$ cat config.mk
export PLATFORM = sky130hd
export DESIGN_NAME = lzwe_out_queue
export DESIGN_NICKNAME = d
export VERILOG_FILES = /design/src/hdl/lzwe_pkg.sv /design/src/hdl/lzwe_out_queue.sv
export SDC_FILE = /design/constraint.sdc
export NUM_CORES = 1
export LEC_CHECK = 0
export BUFFER_PORTS_ARGS = -buffer_cell sky130_fd_sc_hd__buf_2
export CAP_MARGIN = 10
export CORE_MARGIN = 5
export CORE_UTILIZATION = 45
export DETAILED_ROUTE_END_ITERATION = 10
export GPL_TIMING_DRIVEN = 1
export PLACE_DENSITY_LB_ADDON = 0.15
export SLEW_MARGIN = 10
export SYNTH_ARGS = -nofsm -noshare
export SYNTH_HDL_FRONTEND = slang
export SYNTH_SLANG_ARGS = --single-unit
export TNS_END_PERCENT = 5
$ cat constraint.sdc
create_clock -name clk -period 6.5 [get_ports clk]
set_clock_uncertainty 0.15 [all_clocks]
set_input_delay 1.3 -clock clk [delete_from_list [all_inputs] [get_ports clk]]
set_output_delay 1.3 -clock clk [all_outputs]
set_load 0.01 [all_outputs]
$ cat src/hdl/lzwe_pkg.sv
`timescale 1ns / 1ps
// ----------------------------------------------------------------------------
// lzwe_pkg
// Types and constants shared by the fixed-width LZW encoder modules.
// ----------------------------------------------------------------------------
package lzwe_pkg;

    localparam int CODE_W = 16;
    localparam int ROOTS = 256;
    localparam logic [7:0] KEY_FLIP = 8'h80;

    typedef struct packed {
        logic [7:0] data_byte;
        logic       last_byte;
    } in_item_t;

    typedef struct packed {
        logic [CODE_W-1:0] code;
        logic              last_code;
    } out_item_t;

    typedef struct packed {
        logic       valid;
        logic [7:0] key;
        logic       last;
    } eng_in_t;

    typedef struct packed {
        logic      push0;
        out_item_t item0;
        logic      push1;
        out_item_t item1;
    } out_push_t;

    typedef enum logic [1:0] {
        ENG_IDLE,
        ENG_ROOT,
        ENG_WALK,
        ENG_NEW
    } eng_state_t;

endpackage

$ cat src/hdl/lzwe_out_queue.sv
`timescale 1ns / 1ps
// ----------------------------------------------------------------------------
// lzwe_out_queue
// Four-entry result queue, up to two writes and one read per cycle.
// ----------------------------------------------------------------------------
module lzwe_out_queue (
    input  logic                clk,
    input  logic                rst_n,
    input  lzwe_pkg::out_push_t wr,
    output logic                room2,
    output logic                empty,
    input  logic                pop,
    output lzwe_pkg::out_item_t out_item
);

    lzwe_pkg::out_item_t slot_reg [4];
    logic [1:0] wptr_reg;
    logic [1:0] wptr_next;
    logic [1:0] rptr_reg;
    logic [1:0] rptr_next;
    logic [2:0] count_reg;
    logic [2:0] count_next;
    logic       do_pop;
    logic [1:0] waddr1;

    assign empty    = (count_reg == 3'd0);
    assign room2    = (count_reg <= 3'd2);
    assign do_pop   = pop && !empty;
    assign out_item = slot_reg[rptr_reg];
    assign waddr1   = wptr_reg + {1'b0, wr.push0};

    always_comb
    begin
        wptr_next  = wptr_reg + {1'b0, wr.push0} + {1'b0, wr.push1};
        rptr_next  = rptr_reg + {1'b0, do_pop};
        count_next = count_reg + {2'b0, wr.push0} + {2'b0, wr.push1} - {2'b0, do_pop};
    end

    always_ff @(posedge clk)
    begin
        if (wr.push0)
        begin
            slot_reg[wptr_reg] <= wr.item0;
        end
        if (wr.push1)
        begin
            slot_reg[waddr1] <= wr.item1;
        end
    end

    always_ff @(posedge clk or negedge rst_n)
    begin
        if (!rst_n)
        begin
            wptr_reg  <= 2'd0;
            rptr_reg  <= 2'd0;
            count_reg <= 3'd0;
        end
        else
        begin
            wptr_reg  <= wptr_next;
            rptr_reg  <= rptr_next;
            count_reg <= count_next;
        end
    end

endmodule

==> flow_summary.ini <==
[critical_path]
crit_path_top_delay_cell = and3b_1
cp_max_fo = 18
path_class = input port to flop
startpoint_type = input port
cpPeakStageDelay_ns = 0.92
arrival_ns = 3.45
cp-startpoint = wr[35]
path_cells = buf_2, ha_1, xnor2_2, and3b_1, o21bai_2
reg2reg_from = wptr_reg[0]$_DFF_PN0_
critPathRequiredTime_ns = 6.31
cp-end-kind = flop

[global_route]
grt_start_max_net_pins = 19
grt_first_pass_wirelength_um = 11880
grt.total_usage_pct = 15.66
grt_pass1_vias = 2211
antenna_found_initial = 0
grt.overflow.total = 0

[drt]
wirelength_um = 7463
ant_nets = 0
via_per_inst = 5.249
drt-pass1-iter-count = 4
drt_iter0_drc = 61
drc = 0
routedWlPerCell_um = 20.01
via_count = 1958

[sta]
worst_pin_slew_ns = 1.156
fmax_mhz = 274.5
timing.slew.headroom_pct = 22.82
slew_viol_final = 0
fin_crit_ns = 3.642
rsz0062_at_grt = no
tns_ns = 0
setup_viol = 0
timing.final.crit_share_pct = 56.04
worst_slack_ns = 2.858
hold_slack_ns = 0.4485
hold_viol = 0

[finish]
num-fill-cells = 677
fin_cells = 373
largest_reg_flops = 68
antenna_cells = 0
layout-drive-gt1-share_pct = 61.57
synthToLayoutAreaGrowth_pct = 15.62
finalNetCount = 309

[synthesis]
synth_top_area_share_pct = 53.79
synth_common_cells = edfxtp_1 (68), mux2_2 (50), mux2_4 (18), mux4_2 (17), dfrtp_1 (7)
syn_inst = 203
synth_warnings = 0
ys_seq_area_share_pct = 58.40
synth_seq_cells = 75
synth.area.top_cells = edfxtp_1 (54%), mux2_2 (15%), mux4_2 (10%), mux2_4 (7.1%), dfrtp_1 (4.6%)
ys_async_sr_fraction_pct = 9.333
ys_dominant_reg_cell = edfxtp_1
yosysTopAreaCell = edfxtp_1
syn_avg_cell_area_um2 = 18.70
syn_area_mm2 = 0.003796
synth_most_common_cell = edfxtp_1
syn-num-nets = 249
synth_edf_count = 68
yosysUniqueCellTypes = 30

[status]
outcome = complete, no violations

[clock_network]
cts_root_buffer = clkbuf_8
cts_hold_buffers = 0
post-cts-setup-buffers = 0
cts_resized = 0
tritoncts = built
cts_buffers = 9
htreeDepth = 3
clock-sinks = 75
worstSkewPairLatency_ns = 0.34
clockBufferDepth = 2
clkTransAtPathRegs_ns = 0.07

[power]
p_leak_nw = 1.648
p_per_area_mw_per_mm2 = 480.4
ir_worst_vdd_mv = 0.2540

[floorplanning]
die_h_um = 101.8
die-area_mm2 = 0.01037
io_pins = 58
initial_utilization_pct = 46.20
rows = 33
die_w_um = 101.8
core_area_mm2 = 0.008217

[place]
routabilityCongestion = 0.7290
dp_hpwl_um = 5050
port_buffers = 57
dpl.cell_count = 357
preCtsSetupSlack_ns = 2.454

[job]
cap_violations = 0

[min_path]
hp-start = count_reg[0]$_DFF_PN0_
min_path_type = flop to flop
==> worst max-delay path, delay by kind of cell <==
| kind | cells | cell delay, ns |
|---|---|---|
| simple gates | 1 | 0.92 |
| xor+xnor | 1 | 0.30 |
| fa+ha+maj | 1 | 0.22 |
| buf+inv | 1 | 0.12 |
| compound gates | 1 | 0.59 |
==> where the power goes <==
| part | leakage (nW) | switching (mW) | internal (mW) | total [mW] |
|---|---|---|---|---|
| logic | 0.819 | 0.397 | 0.414 | 0.811 |
| clock network | 0.111 | 0.170 | 0.254 | 0.424 |
| registers | 0.718 | 0.0958 | 0.778 | 0.874 |
| total | 1.65 | 0.663 | 1.45 | 2.11 |
==> worst paths after layout <==
kind	endpoint	slack, ns	cells after the start
max in group asynchronous	count_reg[1]$_DFF_PN0_	5.42	1
hold reg to reg	count_reg[0]$_DFF_PN0_	0.45	1
setup / recovery	slot_reg[0][10]$_DFFE_PP_	2.86	5
setup reg to reg	slot_reg[0][10]$_DFFE_PP_	3.55	4
min in group asynchronous	wptr_reg[0]$_DFF_PN0_	0.62	1
hold / removal	count_reg[0]$_DFF_PN0_	0.45	1
==> logic make-up after synthesis <==
group                    count (synthesis)  synth area share, %
buffers and inverters                   17                3.263
AO/OA/AOI/OAI                            5               0.9560
XOR/XNOR                                 4                1.121
AND/OR/NAND/NOR                         10                1.517
flip-flops                              75                58.40
adder cells (fa/ha/maj)                  7                2.703
multiplexers                            85                32.04
==> metal layers <==
layer | GRT usage (%) | vias to the layer above | part of all wire (%)
met5 | 0 | - | 0
met4 | 5.853 | 0 | 1.3
met3 | 3.618 | 8 | 4.1
met2 | 25.25 | 41 | 49
met1 | 20.87 | 984 | 45
li1 | - | 925 | -
==> cell type report <==
cell class	instances	area, um2	share of cell area [%]
flip-flops and latches	75	2217	50.51
multi-input cells	111	1478	33.67
repair buffers	60	307.8	7.013
clock buffers	11	131.4	2.993
well taps	105	131.4	2.993
clock inverters	5	101.3	2.309
inverters	6	22.52	0.5131
==> placed cells by master (no fill, tap or decap), types with 2 or more instances in the layout <==
master,instances
edfxtp_1,68
buf_2,57
mux2_2,50
mux2_4,18
mux4_2,17
clkbuf_8,9
dfrtp_1,7
inv_1,6
ha_1,5
o21bai_2,3
bufinv_16,3
buf_4,3
nand2_1,2
xnor2_1,2
fa_1,2
clkbuf_1,2
==> stage by stage <==
step	total power, mW	area [um2]	util (%)
after floorplan	1.458	3796	-
after global placement	1.703	4156	50.59
after detailed placement	1.718	4156	50.59
after CTS	2.140	4389	53.42
after global routing	2.236	4389	53.42
final	2.108	4389	53.42
(Power assumes the default switching activity.)
