--- config.mk ---
export PLATFORM = sky130hd
export DESIGN_NAME = lzwe_front
export DESIGN_NICKNAME = d
export VERILOG_FILES = /design/src/hdl/lzwe_pkg.sv /design/src/hdl/lzwe_front.sv
export SDC_FILE = /design/constraint.sdc
export NUM_CORES = 1
export LEC_CHECK = 0
export BUFFER_PORTS_ARGS = -buffer_cell sky130_fd_sc_hd__buf_2
export CORE_ASPECT_RATIO = 0.9
export CORE_MARGIN = 3
export CORE_UTILIZATION = 45
export CTS_BUF_LIST = sky130_fd_sc_hd__clkbuf_4 sky130_fd_sc_hd__clkbuf_8 sky130_fd_sc_hd__clkbuf_16
export CTS_CLUSTER_DIAMETER = 80
export DETAILED_ROUTE_END_ITERATION = 6
export HOLD_SLACK_MARGIN = 0.15
export PLACE_DENSITY = 0.75
export SYNTH_ARGS = -nofsm -noshare
export SYNTH_HDL_FRONTEND = slang
export SYNTH_SLANG_ARGS = --single-unit
--- constraint.sdc ---
create_clock -name clk -period 2.9 [get_ports clk]
set_input_delay 0.145 -clock clk [delete_from_list [all_inputs] [get_ports clk]]
set_output_delay 0.145 -clock clk [all_outputs]
set_load 0.05 [all_outputs]
--- src/hdl/lzwe_pkg.sv ---
`timescale 1ns / 1ps
// ----------------------------------------------------------------------------
// lzwe_pkg
// Types and constants shared by the fixed-width LZW encoder modules.
// ----------------------------------------------------------------------------
package lzwe_pkg;

    localparam int CODE_W = 16;
    localparam int ROOTS = 256;
    localparam logic [7:0] KEY_FLIP = 8'h80;

    typedef struct packed {
        logic [7:0] data_byte;
        logic       last_byte;
    } in_item_t;

    typedef struct packed {
        logic [CODE_W-1:0] code;
        logic              last_code;
    } out_item_t;

    typedef struct packed {
        logic       valid;
        logic [7:0] key;
        logic       last;
    } eng_in_t;

    typedef struct packed {
        logic      push0;
        out_item_t item0;
        logic      push1;
        out_item_t item1;
    } out_push_t;

    typedef enum logic [1:0] {
        ENG_IDLE,
        ENG_ROOT,
        ENG_WALK,
        ENG_NEW
    } eng_state_t;

endpackage

--- src/hdl/lzwe_front.sv ---
`timescale 1ns / 1ps
// ----------------------------------------------------------------------------
// lzwe_front
// Input side: accepts bytes, turns them into tree keys, queues two items.
// ----------------------------------------------------------------------------
module lzwe_front (
    input  logic               clk,
    input  logic               rst_n,
    input  logic               push,
    output logic               full,
    input  lzwe_pkg::in_item_t in_item,
    output lzwe_pkg::eng_in_t  eng_in,
    input  logic               eng_pop
);

    logic [8:0] slot_reg [2];
    logic       wptr_reg;
    logic       wptr_next;
    logic       rptr_reg;
    logic       rptr_next;
    logic [1:0] count_reg;
    logic [1:0] count_next;
    logic       do_push;
    logic       do_pop;

    assign full    = (count_reg == 2'd2);
    assign do_push = push && !full;
    assign do_pop  = eng_pop && (count_reg != 2'd0);

    assign eng_in.valid = (count_reg != 2'd0);
    assign eng_in.key   = slot_reg[rptr_reg][8:1];
    assign eng_in.last  = slot_reg[rptr_reg][0];

    always_comb
    begin
        wptr_next  = wptr_reg ^ do_push;
        rptr_next  = rptr_reg ^ do_pop;
        count_next = count_reg + {1'b0, do_push} - {1'b0, do_pop};
    end

    always_ff @(posedge clk)
    begin
        if (do_push)
        begin
            slot_reg[wptr_reg] <= {in_item.data_byte ^ lzwe_pkg::KEY_FLIP, in_item.last_byte};
        end
    end

    always_ff @(posedge clk or negedge rst_n)
    begin
        if (!rst_n)
        begin
            wptr_reg  <= 1'b0;
            rptr_reg  <= 1'b0;
            count_reg <= 2'd0;
        end
        else
        begin
            wptr_reg  <= wptr_next;
            rptr_reg  <= rptr_next;
            count_reg <= count_next;
        end
    end

endmodule

==> results.json <==
{
  "vias_per_cell": 4.60,
  "clkTransAtPathRegs_ns": 0.11,
  "power_density_nw_per_um2": 1050,
  "tightest_slew_ns": 0.561,
  "synth_top_area_share_pct": 59.2,
  "yosys_warnings": 0,
  "grt_pass1_wl_um": 2350,
  "ant_nets": 0,
  "fin_area_um2": 1190,
  "synth_area_per_cell_um2": 18.6,
  "tritoncts": "built",
  "routed-via-count": 506,
  "period_minus_slack_ns": 1.72,
  "swShare_pct": 42.3,
  "drc": 0,
  "fin_setup_tns_ns": 0,
  "hold_viol": 0,
  "clk_latency_ns": 0.30,
  "cpPeakStageDelay_ns": 0.71,
  "pwr-share-seq_pct": 40.7,
  "fp.dieH_um": 48.7,
  "clockBufferDepth": 2,
  "power.leakage_nw": 0.525,
  "dpl_cell_area_um2": 1050,
  "power.share.clock_pct": 12.1,
  "synth_area_um2": 913,
  "gp_congestion": 0.699,
  "dr.pass1.iters": 4,
  "fin_skew_ns": 0.00903,
  "critPathSlowestCell": "dfrtp_1",
  "cp_data_arrival_time_ns": 1.57,
  "max_freq_ghz": 0.582,
  "setup_viol": 0,
  "grt_max_degree": 13,
  "internal_power_mw": 0.721,
  "synth_cells": 49,
  "r2r_cells": 6,
  "r2r-start": "count_reg[1]",
  "grt_usage_pct": 12.6,
  "yosys.area.top_type": "edfxtp_1",
  "clock-root-buffer": "clkbuf_4",
  "fillers": 156,
  "largest_reg_flops": 18,
  "yosysSeqAreaShare_pct": 70.1,
  "drt_iter0_markers": 7,
  "dieWidth_um": 53.5,
  "fp.dieArea_um2": 2610,
  "synth_nets": 66,
  "rows": 14,
  "htree_levels": 1,
  "clkSinkCount": 22,
  "grt-ovfl-total": 0,
  "status": "completed",
  "grt_pass1_vias": 513,
  "routedWlPerCell_um": 12.6,
  "worst-path-buf-inv": 1,
  "start_util_pct": 51.1,
  "yosys-top-cells-area": "edfxtp_1 (59%), mux2_4 (15%), dfrtp_1 (11%)",
  "antenna_found_initial": 0,
  "drive_above_1_share_pct": 43.0,
  "cts_buffers": 3,
  "cp.required_ns": 2.76,
  "dp.final_hpwl_um": 954,
  "vdd_drop_max_mv": 0.629,
  "rsz0062_at_grt": "no",
  "core_area_um2": 1790,
  "slew_viol_final": 0,
  "worstSetupEndpointType": "output port",
  "ys_seq_elements": 22,
  "insertedDiodeCount": 0,
  "maxCapViolCount": 0,
  "synth_cell_types": 13,
  "fin_crit_sh_pct": 59.2,
  "io_buffers": 23,
  "cp_top_family": "flip-flops",
  "fin_nets": 104,
  "io_pins": 24,
  "slew-limit-headroom_pct": 62.6,
  "worstReg2RegEnd": "count_reg[1]",
  "hold_path.class": "input pin to async pin",
  "crit_fanout": 10,
  "startpoint_type": "flip-flop",
  "path_cells": "mux2_4, buf_2",
  "power_frac_comb_pct": 47.1,
  "r2r_slack_ns": 1.37,
  "synthToLayoutAreaGrowth_pct": 30.0,
  "critPathKind": "flip-flop to output port",
  "routed_wl_um": 1390,
  "power_switching_mw": 0.529
}
==> metrics by stage <==
| step | hold WS (ns) | power, mW | worst slack, ns | utilization, % | std cells |
|---|---|---|---|---|---|
| detailed placement | -0.0397 | 1.10 | 1.38 | 58.6 | 95 |
| global route | 0.154 | 1.33 | 1.07 | 66.5 | 110 |
| CTS | 0.157 | 1.26 | 1.17 | 66.5 | 110 |
| finish | 0.162 | 1.25 | 1.18 | 66.5 | 110 |
| floorplan | -0.151 | 1.00 | 1.45 | - | 49 |
| global placement | -0.0434 | 1.09 | 1.41 | 58.6 | 95 |
==> worst max-delay path by stage <==
stage,slack [ns],cells past startpoint,from,end
finish,1.18,2,rptr_reg,eng_in[2]
global route,1.07,2,rptr_reg,eng_in[2]
CTS,1.17,2,rptr_reg,eng_in[2]
detailed placement,1.38,6,count_reg[1],count_reg[1]
global placement,1.41,3,count_reg[0],slot_reg[0][0]
floorplan,1.45,6,count_reg[1],count_reg[1]
==> worst register-to-register path, stage by stage, from the launching register on <==
cell	delay [ns]
dfrtp_1	0.43
o21a_2	0.24
ha_1	0.27
inv_1	0.04
ha_1	0.18
xnor2_1	0.16
xnor2_1	0.14
==> metal layers <==
layer / vias up / routed length [um] / GRT usage [%]
met4: 0 / 0 / 6.38
met2: 12 / 747 / 19.6
met3: 0 / 67 / 3.68
met5: - / 0 / 0
met1: 247 / 576 / 15.7
li1: 247 / - / -
==> cell families after synthesis <==
group / Yosys count / synth area share (%)
buf+inv: 6 / 3.29
mux: 9 / 14.8
flops: 22 / 70.1
fa+ha+maj: 4 / 5.48
compound gates: 1 / 0.959
xor+xnor: 3 / 2.88
simple gates: 4 / 2.47
==> layout by cell type (no fill, tap or decap) <==
master,n
and2_1,1
buf_2,23
clkbuf_4,4
dfrtp_1,4
dlygate4sd3_1,11
edfxtp_1,18
ha_1,4
inv_1,5
mux2_4,9
nand2_1,1
nand2b_1,1
o21a_2,1
or2_1,1
xnor2_1,2
xor2_1,1
==> power by group through the flow <==
| stage | logic (mW) | registers, mW | clock network (mW) |
|---|---|---|---|
| finish | 0.589 | 0.509 | 0.152 |
| global route | 0.628 | 0.521 | 0.177 |
| global placement | 0.578 | 0.513 | 0 |
| CTS | 0.599 | 0.510 | 0.156 |
| floorplan | 0.530 | 0.474 | 0 |
| detailed placement | 0.588 | 0.517 | 0 |
==> final cells by class <==
type | instances | area (um^2) | share of cell area [%]
flip-flops and latches | 22 | 641 | 54.0
clock buffers | 4 | 30.0 | 2.53
repair buffers | 34 | 225 | 19.0
multi-input cells | 21 | 243 | 20.4
well taps | 24 | 30.0 | 2.53
inverters | 5 | 18.8 | 1.58
==> what timing repair did <==
action | 4_1_cts | 5_1_grt
hold endpoints to repair | 23 | 0
hold buffers | 11 | 0
buffers inserted | 0 | 0
resized for setup | 0 | 0
==> synth_stat cells (all sizes together) <==
| master | n |
|---|---|
| edfxtp | 18 |
| mux2 | 9 |
| inv | 5 |
| dfrtp | 4 |
| ha | 4 |
| xnor2 | 2 |
| and2 | 1 |
| buf | 1 |
| nand2 | 1 |
| nand2b | 1 |
| o21a | 1 |
| or2 | 1 |
| xor2 | 1 |
Power figures use the tool's default switching activity.
